File: config.mk
export PLATFORM = sky130hd
export DESIGN_NAME = gamepad_change_event_generator_unit_flat
export DESIGN_NICKNAME = d
export VERILOG_FILES = /design/src/design/gceg_pkg.sv /design/src/design/gceg_in_if.sv /design/src/design/gceg_out_if.sv /design/src/design/gceg_pad_store.sv /design/src/design/gamepad_change_event_generator_unit.sv /design/src/flat_wrapper.sv
export SDC_FILE = /design/constraint.sdc
export NUM_CORES = 1
export LEC_CHECK = 0
export BUFFER_PORTS_ARGS = -buffer_cell sky130_fd_sc_hd__clkbuf_2
export CAP_MARGIN = 20
export CORE_UTILIZATION = 30
export DETAILED_ROUTE_END_ITERATION = 10
export PLACE_DENSITY_LB_ADDON = 0.3
export RECOVER_POWER = 50
export SLEW_MARGIN = 10
export SYNTH_ARGS = -nofsm -noshare
export SYNTH_HDL_FRONTEND = slang
export SYNTH_SLANG_ARGS = --single-unit
File: constraint.sdc
create_clock -name clk_i -period 11.1 [get_ports clk_i]
set_input_delay 1.11 -clock clk_i [delete_from_list [all_inputs] [get_ports clk_i]]
set_output_delay 1.11 -clock clk_i [all_outputs]
set_load 0.02 [all_outputs]
File: src/design/gceg_pkg.sv
`timescale 1ns / 1ps
// ----------------------------------------------------------------------------
// Gamepad change event generator package
// Shared types, status and event codes, and pending-vector layout.
// ----------------------------------------------------------------------------
package gceg_pkg;

  localparam int unsigned PadCountDef = 4;

  localparam logic [1:0] StatOk     = 2'd0;
  localparam logic [1:0] StatNoConn = 2'd1;

  // pending vector: down bits, up bits, then one bit per analog/failure event
  localparam int unsigned PendW    = 37;
  localparam int unsigned PendLt   = 32;
  localparam int unsigned PendRt   = 33;
  localparam int unsigned PendLs   = 34;
  localparam int unsigned PendRs   = 35;
  localparam int unsigned PendFail = 36;

  typedef enum logic [2:0] {
    EvDown    = 3'd0,
    EvUp      = 3'd1,
    EvLeftTrg = 3'd2,
    EvRghtTrg = 3'd3,
    EvLeftStk = 3'd4,
    EvRghtStk = 3'd5,
    EvFail    = 3'd6
  } event_kind_e;

  typedef struct packed {
    logic [31:0] packet;
    logic [15:0] buttons;
    logic [15:0] triggers;
    logic [63:0] sticks;
  } pad_state_t;

endpackage

File: src/design/gceg_in_if.sv
`timescale 1ns / 1ps
// ----------------------------------------------------------------------------
// Gamepad report channel
// Valid/ready channel carrying one polled controller report per transaction.
// ----------------------------------------------------------------------------
interface gceg_in_if;
  logic               valid;
  logic               ready;
  logic [1:0]         pad;
  logic [1:0]         read_status;
  logic [31:0]        packet_number;
  logic [15:0]        buttons;
  logic [7:0]         left_trigger;
  logic [7:0]         right_trigger;
  logic signed [15:0] left_x;
  logic signed [15:0] left_y;
  logic signed [15:0] right_x;
  logic signed [15:0] right_y;

  modport source (
    output valid, pad, read_status, packet_number, buttons, left_trigger,
           right_trigger, left_x, left_y, right_x, right_y,
    input  ready
  );

  modport sink (
    input  valid, pad, read_status, packet_number, buttons, left_trigger,
           right_trigger, left_x, left_y, right_x, right_y,
    output ready
  );
endinterface

File: src/design/gceg_out_if.sv
`timescale 1ns / 1ps
// ----------------------------------------------------------------------------
// Gamepad event channel
// Valid/ready channel carrying one change event per transaction.
// ----------------------------------------------------------------------------
interface gceg_out_if;
  logic               valid;
  logic               ready;
  logic [2:0]         event_kind;
  logic [1:0]         event_pad;
  logic [15:0]        button_mask;
  logic signed [15:0] value_first;
  logic signed [15:0] value_second;
  logic               last_event;

  modport source (
    output valid, event_kind, event_pad, button_mask, value_first, value_second,
           last_event,
    input  ready
  );

  modport sink (
    input  valid, event_kind, event_pad, button_mask, value_first, value_second,
           last_event,
    output ready
  );
endinterface

File: src/design/gceg_pad_store.sv
`timescale 1ns / 1ps
// ----------------------------------------------------------------------------
// Per-pad state store
// Last accepted report of every pad; one read and one write port, reset to zero.
// ----------------------------------------------------------------------------
module gceg_pad_store #(
  parameter int unsigned PAD_COUNT = gceg_pkg::PadCountDef
) (
  input  logic                                       clk_i,
  input  logic                                       rst_ni,
  input  logic                                       wr_en_i,
  input  logic [((PAD_COUNT > 1) ? $clog2(PAD_COUNT) : 1)-1:0] wr_idx_i,
  input  gceg_pkg::pad_state_t                       wr_data_i,
  input  logic [((PAD_COUNT > 1) ? $clog2(PAD_COUNT) : 1)-1:0] rd_idx_i,
  output gceg_pkg::pad_state_t                       rd_data_o
);

  gceg_pkg::pad_state_t mem_q [PAD_COUNT];

  always_ff @(posedge clk_i or negedge rst_ni) begin
    if (!rst_ni) begin
      for (int i = 0; i < int'(PAD_COUNT); i++) begin
        mem_q[i] <= '0;
      end
    end else if (wr_en_i && (32'(wr_idx_i) < PAD_COUNT)) begin
      mem_q[wr_idx_i] <= wr_data_i;
    end
  end

  assign rd_data_o = (32'(rd_idx_i) < PAD_COUNT) ? mem_q[rd_idx_i] : '0;

endmodule

File: src/design/gamepad_change_event_generator_unit.sv
`timescale 1ns / 1ps
// ----------------------------------------------------------------------------
// Gamepad change event generator
// A report is registered on acceptance and compared with the stored pad state
// in the check state; its N events (N up to 20: at most 16 button events plus
// 4 analog events) are registered one by one in the emit state, and no new
// report is taken before the last is loaded. Unless the event side holds off, one
// event per cycle leaves through a lowest-set-bit isolate shared by all kinds.
// Reset: asynchronous, clears all pad state to zero and the sequencer to idle.
// ----------------------------------------------------------------------------
module gamepad_change_event_generator_unit #(
  parameter int unsigned PAD_COUNT = gceg_pkg::PadCountDef
) (
  input logic        clk_i,
  input logic        rst_ni,
  gceg_in_if.sink    in_i,
  gceg_out_if.source out_o
);

  localparam int unsigned PadIdxW = (PAD_COUNT > 1) ? $clog2(PAD_COUNT) : 1;
  localparam int unsigned PendW   = gceg_pkg::PendW;

  typedef enum logic [2:0] {
    StIdle  = 3'b001,
    StCheck = 3'b010,
    StEmit  = 3'b100
  } state_e;

  state_e               state_q, state_d;
  logic [PendW-1:0]     pend_q, pend_d;
  logic [1:0]           pad_q;
  logic [1:0]           status_q;
  gceg_pkg::pad_state_t item_q;
  gceg_pkg::pad_state_t rd_state;

  logic                 in_acc;
  logic                 pad_ok;
  logic                 fresh;
  logic [15:0]          delta, down, up;
  logic [PendW-1:0]     iso, pend_rest;
  logic                 load_out;

  logic                 out_valid_q;
  gceg_pkg::event_kind_e kind_q, kind_d;
  logic [1:0]           ev_pad_q;
  logic [15:0]          mask_q, mask_d;
  logic [15:0]          first_q, first_d;
  logic [15:0]          second_q, second_d;
  logic                 last_q;

  assign in_i.ready = (state_q == StIdle);
  assign in_acc     = in_i.valid && in_i.ready;

  gceg_pad_store #(
    .PAD_COUNT(PAD_COUNT)
  ) u_store (
    .clk_i    (clk_i),
    .rst_ni   (rst_ni),
    .wr_en_i  ((state_q == StCheck) && fresh),
    .wr_idx_i (PadIdxW'(pad_q)),
    .wr_data_i(item_q),
    .rd_idx_i (PadIdxW'(pad_q)),
    .rd_data_o(rd_state)
  );

  assign pad_ok = 32'(pad_q) < PAD_COUNT;
  assign fresh  = pad_ok && (status_q == gceg_pkg::StatOk) &&
                  (item_q.packet > rd_state.packet);
  assign delta  = item_q.buttons ^ rd_state.buttons;
  assign down   = item_q.buttons & delta;
  assign up     = down ^ delta;

  assign iso       = pend_q & (~pend_q + PendW'(1));
  assign pend_rest = pend_q & ~iso;
  assign load_out  = (state_q == StEmit) && (!out_valid_q || out_o.ready);

  always_comb begin
    state_d = state_q;
    pend_d  = pend_q;
    unique case (state_q)
      StIdle: begin
        if (in_acc) begin
          state_d = StCheck;
        end
      end
      StCheck: begin
        if (!pad_ok || (status_q == gceg_pkg::StatNoConn)) begin
          pend_d = '0;
        end else if (status_q != gceg_pkg::StatOk) begin
          pend_d = PendW'(1) << gceg_pkg::PendFail;
        end else if (fresh) begin
          pend_d = {1'b0,
                    rd_state.sticks[63:32] != item_q.sticks[63:32],
                    rd_state.sticks[31:0]  != item_q.sticks[31:0],
                    rd_state.triggers[15:8] != item_q.triggers[15:8],
                    rd_state.triggers[7:0]  != item_q.triggers[7:0],
                    up, down};
        end else begin
          pend_d = '0;
        end
        state_d = (pend_d != '0) ? StEmit : StIdle;
      end
      StEmit: begin
        if (load_out) begin
          pend_d = pend_rest;
          if (pend_rest == '0) begin
            state_d = StIdle;
          end
        end
      end
      default: begin
        state_d = StIdle;
        pend_d  = '0;
      end
    endcase
  end

  always_comb begin
    kind_d   = gceg_pkg::EvFail;
    mask_d   = iso[15:0] | iso[31:16];
    first_d  = '0;
    second_d = '0;
    priority if (|iso[15:0]) begin
      kind_d = gceg_pkg::EvDown;
    end else if (|iso[31:16]) begin
      kind_d = gceg_pkg::EvUp;
    end else if (iso[gceg_pkg::PendLt]) begin
      kind_d  = gceg_pkg::EvLeftTrg;
      first_d = {8'b0, item_q.triggers[7:0]};
    end else if (iso[gceg_pkg::PendRt]) begin
      kind_d  = gceg_pkg::EvRghtTrg;
      first_d = {8'b0, item_q.triggers[15:8]};
    end else if (iso[gceg_pkg::PendLs]) begin
      kind_d   = gceg_pkg::EvLeftStk;
      first_d  = item_q.sticks[15:0];
      second_d = item_q.sticks[31:16];
    end else if (iso[gceg_pkg::PendRs]) begin
      kind_d   = gceg_pkg::EvRghtStk;
      first_d  = item_q.sticks[47:32];
      second_d = item_q.sticks[63:48];
    end else begin
      kind_d = gceg_pkg::EvFail;
    end
  end

  always_ff @(posedge clk_i or negedge rst_ni) begin
    if (!rst_ni) begin
      state_q     <= StIdle;
      pend_q      <= '0;
      out_valid_q <= 1'b0;
    end else begin
      state_q <= state_d;
      pend_q  <= pend_d;
      if (load_out) begin
        out_valid_q <= 1'b1;
      end else if (out_o.ready) begin
        out_valid_q <= 1'b0;
      end
    end
  end

  always_ff @(posedge clk_i) begin
    if (in_acc) begin
      pad_q           <= in_i.pad;
      status_q        <= in_i.read_status;
      item_q.packet   <= in_i.packet_number;
      item_q.buttons  <= in_i.buttons;
      item_q.triggers <= {in_i.right_trigger, in_i.left_trigger};
      item_q.sticks   <= {in_i.right_y, in_i.right_x, in_i.left_y, in_i.left_x};
    end
    if (load_out) begin
      kind_q   <= kind_d;
      ev_pad_q <= pad_q;
      mask_q   <= mask_d;
      first_q  <= first_d;
      second_q <= second_d;
      last_q   <= (pend_rest == '0);
    end
  end

  assign out_o.valid        = out_valid_q;
  assign out_o.event_kind   = kind_q;
  assign out_o.event_pad    = ev_pad_q;
  assign out_o.button_mask  = mask_q;
  assign out_o.value_first  = first_q;
  assign out_o.value_second = second_q;
  assign out_o.last_event   = last_q;

endmodule

File: src/flat_wrapper.sv
// flat-port wrapper written by rule: the top's interface ports become plain ports
module gamepad_change_event_generator_unit_flat 
#(
  parameter int unsigned PAD_COUNT = gceg_pkg::PadCountDef
)
  (clk_i, rst_ni, in_i_valid, in_i_pad, in_i_read_status, in_i_packet_number, in_i_buttons, in_i_left_trigger, in_i_right_trigger, in_i_left_x, in_i_left_y, in_i_right_x, in_i_right_y, in_i_ready, out_o_valid, out_o_event_kind, out_o_event_pad, out_o_button_mask, out_o_value_first, out_o_value_second, out_o_last_event, out_o_ready);
  gceg_in_if in_i_i ();
  gceg_out_if out_o_i ();
  input logic clk_i;
  input logic rst_ni;
  input wire logic [$bits(in_i_i.valid)-1:0] in_i_valid;
  input wire logic [$bits(in_i_i.pad)-1:0] in_i_pad;
  input wire logic [$bits(in_i_i.read_status)-1:0] in_i_read_status;
  input wire logic [$bits(in_i_i.packet_number)-1:0] in_i_packet_number;
  input wire logic [$bits(in_i_i.buttons)-1:0] in_i_buttons;
  input wire logic [$bits(in_i_i.left_trigger)-1:0] in_i_left_trigger;
  input wire logic [$bits(in_i_i.right_trigger)-1:0] in_i_right_trigger;
  input wire logic [$bits(in_i_i.left_x)-1:0] in_i_left_x;
  input wire logic [$bits(in_i_i.left_y)-1:0] in_i_left_y;
  input wire logic [$bits(in_i_i.right_x)-1:0] in_i_right_x;
  input wire logic [$bits(in_i_i.right_y)-1:0] in_i_right_y;
  output wire logic [$bits(in_i_i.ready)-1:0] in_i_ready;
  output wire logic [$bits(out_o_i.valid)-1:0] out_o_valid;
  output wire logic [$bits(out_o_i.event_kind)-1:0] out_o_event_kind;
  output wire logic [$bits(out_o_i.event_pad)-1:0] out_o_event_pad;
  output wire logic [$bits(out_o_i.button_mask)-1:0] out_o_button_mask;
  output wire logic [$bits(out_o_i.value_first)-1:0] out_o_value_first;
  output wire logic [$bits(out_o_i.value_second)-1:0] out_o_value_second;
  output wire logic [$bits(out_o_i.last_event)-1:0] out_o_last_event;
  input wire logic [$bits(out_o_i.ready)-1:0] out_o_ready;
  assign in_i_i.valid = in_i_valid;
  assign in_i_i.pad = in_i_pad;
  assign in_i_i.read_status = in_i_read_status;
  assign in_i_i.packet_number = in_i_packet_number;
  assign in_i_i.buttons = in_i_buttons;
  assign in_i_i.left_trigger = in_i_left_trigger;
  assign in_i_i.right_trigger = in_i_right_trigger;
  assign in_i_i.left_x = in_i_left_x;
  assign in_i_i.left_y = in_i_left_y;
  assign in_i_i.right_x = in_i_right_x;
  assign in_i_i.right_y = in_i_right_y;
  assign in_i_ready = in_i_i.ready;
  assign out_o_valid = out_o_i.valid;
  assign out_o_event_kind = out_o_i.event_kind;
  assign out_o_event_pad = out_o_i.event_pad;
  assign out_o_button_mask = out_o_i.button_mask;
  assign out_o_value_first = out_o_i.value_first;
  assign out_o_value_second = out_o_i.value_second;
  assign out_o_last_event = out_o_i.last_event;
  assign out_o_i.ready = out_o_ready;
  gamepad_change_event_generator_unit #(.PAD_COUNT(PAD_COUNT)) u_core (.clk_i(clk_i), .rst_ni(rst_ni), .in_i(in_i_i), .out_o(out_o_i));
endmodule
==> results.sh, run 1 <==
export IMPL_vias_per_cell=5.019
export IMPL_ys_ff_latch=739
export IMPL_dieArea_um2=109900
export IMPL_hold_class="reg -> reg"
export IMPL_power_leakage_nw=16.40
export IMPL_htree_num_levels=3
export IMPL_syn_inst=2080
export IMPL_grt_start_max_net_pins=205
export IMPL_drc=0
export IMPL_overflow=0
export IMPL_powerDensity_nw_per_um2=232.2
export IMPL_first_global_vias=20420
export IMPL_die_y_um=331.5
export IMPL_yosysSeqAreaShare=0.5963
export IMPL_syn_avg_cell_area_um2=15.66
export IMPL_final_cells=3747
export IMPL_die_w_um=331.5
export IMPL_maxSlewHeadroom=-3.659
export IMPL_antenna_found_initial=4
export IMPL_port_buffers=191
export IMPL_final_period_utilization=0.6809
export IMPL_vias=18810
export IMPL_n_fill_cell=10230
export IMPL_detailedPlace_worstSlack_ps=4317
export IMPL_finalHoldViolCount=0
export IMPL_grt_use_total=0.1512
export IMPL_crit_required_ps=11700
export IMPL_finalMaxSlewViolations=303
export IMPL_clock_skew_ps=26.60
export IMPL_post_cts_resize_count=0
export IMPL_pin_count=192
export IMPL_syn_nets=2248
export IMPL_cts_tree="yes"
export IMPL_clock_latency_ps=640
export IMPL_crit_fanout=124
export IMPL_synth_async_reset_ratio=0.7483
export IMPL_cts_buffers=84
export IMPL_synth_distinct_cells=65
export IMPL_nNetsFinal=2441
export IMPL_drv_cap=4
export IMPL_cts_sinks=739
export IMPL_dr_first_iter_drc_count=1200
export IMPL_rsz0062_at_grt="false"
export IMPL_area_growth_pct=15.55
export IMPL_cts_root_buffer="clkbuf_16"
export IMPL_synth_edf_count=186
export IMPL_fin_tns_setup_ps=0
export IMPL_crit_type="in -> async"
export IMPL_syn_cell_area_um2=32580
export IMPL_ys_flop_type="dfrtp_1"
export IMPL_core_um2=107400
export IMPL_post_cts_buffers=0
export IMPL_min_period_ps=7558
export IMPL_grt_pass1_wl_um=128400
export IMPL_clk_pin_slew_ps=60
export IMPL_worst_pin_slew_ps=6988
export IMPL_place_inst=3589
export IMPL_drive_gt1_frac=0.3834
export IMPL_layout_setup_ws_ps=3542
export IMPL_yosysTopAreaCellShare=0.4240
export IMPL_outcome="finished with violations"
export IMPL_rows=120
export IMPL_cts_path_max_buffers=3
export IMPL_avgRoutedWirePerCell_um=22.07
export IMPL_cp_data_arrival_time_ps=8160
export IMPL_drt_pass1_iter_count=5
export IMPL_holdWs_ps=500.2
export IMPL_gp_congestion=0.8340
export IMPL_worstSetupEndpointType="asynchronous set/reset pin"
export IMPL_max_clock_freq_mhz=132.3
export IMPL_yosysTopAreaCell="dfrtp_1"
export IMPL_antenna_left=0
export IMPL_ys_warn_count=0
export IMPL_start_util=0.3035
export IMPL_dp_hpwl_um=53400
export IMPL_violations="capacitance limit, slew limit"
export IMPL_report_final_setup_viol=0
export IMPL_yosys_top_cells_area="dfrtp_1 (42%), mux2_2 (18%), edfxtp_1 (17%), mux4_2 (8.7%), xnor2_1 (2.1%)"
export IMPL_drt_wl_total_um=82680
export IMPL_hold_buffers=0
export IMPL_startpoint_type="input port"
export IMPL_vdd_drop_max_mv=0.1042
==> metrics by stage <==
step	utilization	instance area, um^2	total power [mW]
floorplan	-	32580	5.357
global placement	0.3265	35050	5.927
detailed placement	0.3266	35060	6.044
CTS	0.3524	37840	8.879
global route	0.3506	37640	9.216
finish	0.3507	37640	8.739
==> sequential cells by signal (all words and copies together), names as in the netlist, 2 cells and up <==
signal                     cells
u_core.u_store.mem_q         512
u_core.out_o.value_first      16
u_core.state_q                 3
u_core.out_o.value_second     16
u_core.out_o.event_pad         2
u_core.pad_q                   2
u_core.item_q                128
u_core.status_q                2
u_core.pend_q                 37
u_core.out_o.button_mask      16
u_core.out_o.event_kind        3
==> synth_stat cells, types with 2 or more instances <==
master and count:
dfrtp_1 552, mux2_2 514, edfxtp_1 186, mux4_2 126, xnor2_1 78, inv_1 62, o21ai_0 57, buf_2 56
a22o_1 49, clkbuf_1 45, nand2_1 34, nor2_1 33, ha_1 32, nand4_1 29, nor3_1 26, a21oi_1 21
o22ai_1 16, o31ai_1 14, nor4_1 13, a21o_1 12, and2_1 11, buf_1 11, a221oi_1 10, a32o_1 8
nand3_1 7, nor3b_1 6, and3_1 5, or3_1 5, mux2i_1 4, nand3b_1 4, nor2b_1 4, a211oi_1 3
nand2b_1 3, nor4_4 3, o211ai_1 3, or2_2 3, a2111oi_2 2, nor3_2 2, nor4_2 2, o2111ai_1 2
o2bb2ai_1 2, xor2_1 2
==> cells in the final DEF (no fill, tap or decap), types with 21 or more instances in the layout <==
master / Yosys / layout
nand4_1: 29 / 29
ha_1: 32 / 32
o21ai_0: 57 / 56
buf_4: 0 / 21
clkbuf_1: 45 / 122
a22o_1: 49 / 49
clkbuf_2: 0 / 91
nor2_1: 33 / 32
xnor2_1: 78 / 78
nor3_1: 26 / 28
inv_1: 62 / 62
nand2_1: 34 / 34
edfxtp_1: 186 / 186
dfrtp_1: 552 / 552
mux4_2: 126 / 126
clkbuf_16: 0 / 88
a21oi_1: 21 / 21
mux2_2: 514 / 514
==> layout make-up <==
type | count | area [um^2] | area share
inverter | 62 | 232.7 | 0.006182
tap | 1403 | 1755 | 0.04663
clock inverter | 40 | 387.9 | 0.01030
timing repair buffer | 219 | 1082 | 0.02875
antenna | 2 | 5.005 | 0.0001330
clock buffer | 115 | 2384 | 0.06332
sequential | 739 | 19420 | 0.5160
multi-input combinational | 1167 | 12370 | 0.3287
==> cells by family (layout without fill, tap and decap cells) <==
logic type | Yosys count | in the layout | synth area share
muxes | 644 | 644 | 0.2660
and+or+nand+nor | 198 | 198 | 0.03503
AOI/OAI and AO/OA | 212 | 212 | 0.04640
buffers and inverters | 174 | 436 | 0.02220
xor gates and xnor gates | 80 | 80 | 0.02151
other | 0 | 2 | 0
DFF | 739 | 739 | 0.5963
adders and majority gates | 33 | 33 | 0.01260
==> where the power goes <==
part           leakage (nW)  switching [mW]  internal (mW)  total (mW)
clock                  1.36            1.11           1.67        2.78
combinational          5.75           0.954           1.00        1.95
sequential             9.30           0.478           3.53        4.01
total                  16.4            2.54           6.20        8.74
==> worst paths after layout <==
kind                                                 from  cells past startpoint  slack, ps                           to
worst max-delay path                               rst_ni                      4       3540    u_core.u_store.mem_q[491]
worst min register to register  u_core.u_store.mem_q[198]                      1        500    u_core.u_store.mem_q[198]
max in group clk_i                       u_core.pend_q[2]                      8       4150  u_core.out_o.value_first[7]
min in group asynchronous                          rst_ni                      1       3160    u_core.u_store.mem_q[454]
worst min-delay path            u_core.u_store.mem_q[198]                      1        500    u_core.u_store.mem_q[198]
worst max register to register           u_core.pend_q[2]                      8       4150  u_core.out_o.value_first[7]
==> worst max-delay path, stage by stage <==
cell	delay, ps
clkbuf_1	4780
buf_4	880
buf_16	320
buf_4	830
==> layer usage <==
layer,vias to the layer above,GRT usage,share of wire
met5,-,0,0.00042
met4,6,0.04582,0.022
met3,122,0.02578,0.039
met2,379,0.2521,0.49
met1,9993,0.2005,0.45
li1,8305,-,-
No activity file was read; power rests on OpenSTA's default activity.
==> inputs of run 2 (changes only) <==
--- a/config.mk
+++ b/config.mk
@@ -5,6 +5,7 @@
 export SDC_FILE = /design/constraint.sdc
 export NUM_CORES = 1
 export LEC_CHECK = 0
+export ABC_AREA = 1
 export BUFFER_PORTS_ARGS = -buffer_cell sky130_fd_sc_hd__clkbuf_2
 export CAP_MARGIN = 20
 export CORE_UTILIZATION = 30
==> constraint.sdc (replaced) <==
create_clock -name clk_i -period 7.5 [get_ports clk_i]
set_input_delay 0.75 -clock clk_i [delete_from_list [all_inputs] [get_ports clk_i]]
set_output_delay 0.75 -clock clk_i [all_outputs]
set_load 0.02 [all_outputs]
==> results.sh, run 2 <==
export IMPL_outcome="finished with violations"
export IMPL_violations="capacitance limit, slew limit"
export IMPL_powerDensity_nw_per_um2=376.8
export IMPL_yosysTopAreaCell="dfrtp_1"
export IMPL_place_inst=5437
export IMPL_post_cts_resize_count=0
export IMPL_syn_avg_cell_area_um2=8.572
export IMPL_holdWs_ps=258.0
export IMPL_nNetsFinal=4207
export IMPL_placed_cell_area_um2=36000
export IMPL_post_cts_buffers=0
export IMPL_crit_required_ps=8040
export IMPL_synth_edf_count=186
export IMPL_mostFrequentLayoutCell="nand2_1"
export IMPL_p_switching_mw=5.207
export IMPL_finalHoldViolCount=0
export IMPL_first_global_vias=25260
export IMPL_power_leakage_nw=17.82
export IMPL_cts_tree="yes"
export IMPL_vias=26640
export IMPL_antenna_left=0
export IMPL_hold_buffers=0
export IMPL_die_w_um=336.8
export IMPL_antenna_found_initial=5
export IMPL_dieArea_um2=113400
export IMPL_synth_distinct_cells=44
export IMPL_vias_per_cell=4.756
export IMPL_drive_gt1_frac=0.07367
export IMPL_avgRoutedWirePerCell_um=17.50
export IMPL_final_cells=5601
export IMPL_cp_endpoint="u_core.state_q[2]"
export IMPL_critPathLaunch="u_core.pad_q[0]"
export IMPL_ys_ff_latch=739
export IMPL_max_clock_freq_mhz=186.1
export IMPL_drc=0
export IMPL_cell_internal_pwr_mw=9.360
export IMPL_crit_type="reg -> reg"
export IMPL_synth_async_reset_ratio=0.7483
export IMPL_rr_worst_depth=18
export IMPL_port_buffers=191
export IMPL_layout_common_cells="nand2_1 (1453), dfrtp_1 (552), o21ai_0 (517)"
export IMPL_cts_sinks=739
export IMPL_die_y_um=336.8
export IMPL_report_final_setup_viol=0
export IMPL_cts_root_buffer="clkbuf_16"
export IMPL_cp_data_arrival_time_ps=5910
export IMPL_drv_cap=5
export IMPL_drt_wl_total_um=98030
export IMPL_ys_flop_type="dfrtp_1"
export IMPL_dp_hpwl_um=61900
export IMPL_syn_nets=4090
export IMPL_reg_top3="u_core.u_store.mem_q (512), u_core.item_q (128), u_core.pend_q (37)"
export IMPL_start_util=0.3034
export IMPL_pin_count=192
export IMPL_crit_fanout=58
export IMPL_yosys_top_cells_area="dfrtp_1 (41%), edfxtp_1 (17%), nand2_1 (16%), o21ai_0 (7.7%), inv_1 (2.9%)"
export IMPL_antennaDiodeCount=0
export IMPL_clock_latency_ps=670
export IMPL_p_clk_frac=0.291
export IMPL_grt_start_max_net_pins=159
export IMPL_rows=122
export IMPL_core_um2=110800
export IMPL_startpoint_type="flop"
export IMPL_maxSlewHeadroom=-1.493
export IMPL_min_period_ps=5372
export IMPL_vdd_drop_max_mv=0.1831
export IMPL_worst_pin_slew_ps=3739
export IMPL_final_area_um2=38660
export IMPL_rsz0062_at_grt="false"
export IMPL_yosysTopAreaCellShare=0.4109
export IMPL_gp_congestion=0.9101
export IMPL_clock_skew_ps=28.32
export IMPL_drt_pass1_iter_count=8
export IMPL_reg2reg_from="u_core.pad_q[0]"
export IMPL_ys_warn_count=0
export IMPL_dr_first_iter_drc_count=2222
export IMPL_cts_buffers=87
export IMPL_hold_class="in -> reg"
export IMPL_combinationalPowerShare=0.268
export IMPL_final_period_utilization=0.7163
export IMPL_cts_path_max_buffers=3
export IMPL_r2r_end="u_core.state_q[2]"
export IMPL_grt_use_total=0.1729
export IMPL_grt_pass1_wl_um=152200
export IMPL_synthMostInstantiatedCell="nand2_1"
export IMPL_yosysSeqAreaShare=0.5778
export IMPL_synth_cells_most_frequent="nand2_1 (1456), dfrtp_1 (552), o21ai_0 (517)"
export IMPL_finalMaxSlewViolations=378
export IMPL_syn_cell_area_um2=33620
export IMPL_largest_register_ffs=512
export IMPL_reg2reg_slack_ps=2130
export IMPL_switching_share=0.3575
export IMPL_overflow=0
export IMPL_fin_tns_setup_ps=0
export IMPL_top_register="u_core.u_store.mem_q"
export IMPL_clk_pin_slew_ps=60
export IMPL_area_growth_pct=15.00
export IMPL_worstSetupEndpointType="flop"
export IMPL_syn_inst=3922
export IMPL_htree_num_levels=3
export IMPL_seqPwrFrac=0.442
==> run 2: changes by cell type after synthesis, moves of 159 or more <==
cell     change
nor2_1     +159
o21ai_0    +460
inv_1      +197
nand3_1    +175
mux2_2     -514
nand2_1   +1422
==> run 2: critical path: stages, from the launching register on <==
cell and delay, ps:
edfxtp_1 340, clkbuf_1 2310, nand2_1 840, nor2_1 270, a21oi_1 90, nand2_1 70
nand2_1 50, nand2_1 50, nand2_1 50, nor2_1 80, nand2_1 80, nor2_1 190
nand2_1 200, nand2_1 170, nand3_1 110, nor2_1 100, nand2_1 90, nand2_1 70
nand2_1 70
==> run 2: metal layers <==
| metal | global-route usage | routed length [um] | vias up |
|---|---|---|---|
| li1 | - | - | 13140 |
| met1 | 0.2492 | 47070 | 12740 |
| met2 | 0.2695 | 43910 | 630 |
| met3 | 0.02582 | 4932 | 127 |
| met4 | 0.04632 | 2055 | 8 |
| met5 | 0 | 52 | - |
==> run 2: worst min path at each step <==
stage                              start                        end  slack, ps  cells after the start
3_5_place_dp   u_core.u_store.mem_q[208]  u_core.u_store.mem_q[208]        470                      2
3_3_place_gp   u_core.u_store.mem_q[208]  u_core.u_store.mem_q[208]        460                      2
6_report                 in_i_right_x[1]          u_core.item_q[33]        260                      1
4_1_cts                           rst_ni  u_core.u_store.mem_q[265]         30                      1
5_1_grt             in_i_left_trigger[0]          u_core.item_q[64]        230                      1
2_1_floorplan            u_core.pad_q[1]  u_core.out_o.event_pad[1]        430                      0
==> run 2: final cells by class <==
class | count | area [um^2]
multi-input cells | 2715 | 12300
inverters | 262 | 993.5
clock inverters | 40 | 392.9
fillers | 11630 | 72160
flip-flops and latches | 739 | 19420
clock buffers | 123 | 2456
repair buffers | 234 | 1230
well taps | 1488 | 1862
==> run 2: per-stage QoR <==
stage / total power [mW] / worst slack, ps / util
2_1_floorplan: 9.172 / 3072 / -
3_3_place_gp: 10.36 / 2277 / 0.3249
3_5_place_dp: 10.44 / 2114 / 0.3249
4_1_cts: 14.76 / 2053 / 0.3506
5_1_grt: 15.65 / 1137 / 0.3489
6_report: 14.57 / 2128 / 0.3489
==> run 2: power by group through the flow <==
stage	Sequential (mW)	Clock [mW]	Combinational [mW]
floorplan	6.25	0	2.92
global placement	6.47	0	3.89
detailed placement	6.47	0	3.97
CTS	6.42	4.36	3.98
global route	6.59	4.52	4.55
finish	6.44	4.23	3.90
==> run 2: kinds of logic after synthesis <==
group	Yosys count	synth area share
xor+xnor	6	0.001563
fa+ha+maj	32	0.01191
buf+inv	468	0.05623
compound gates	785	0.1287
simple gates	1892	0.2238
flops	739	0.5778
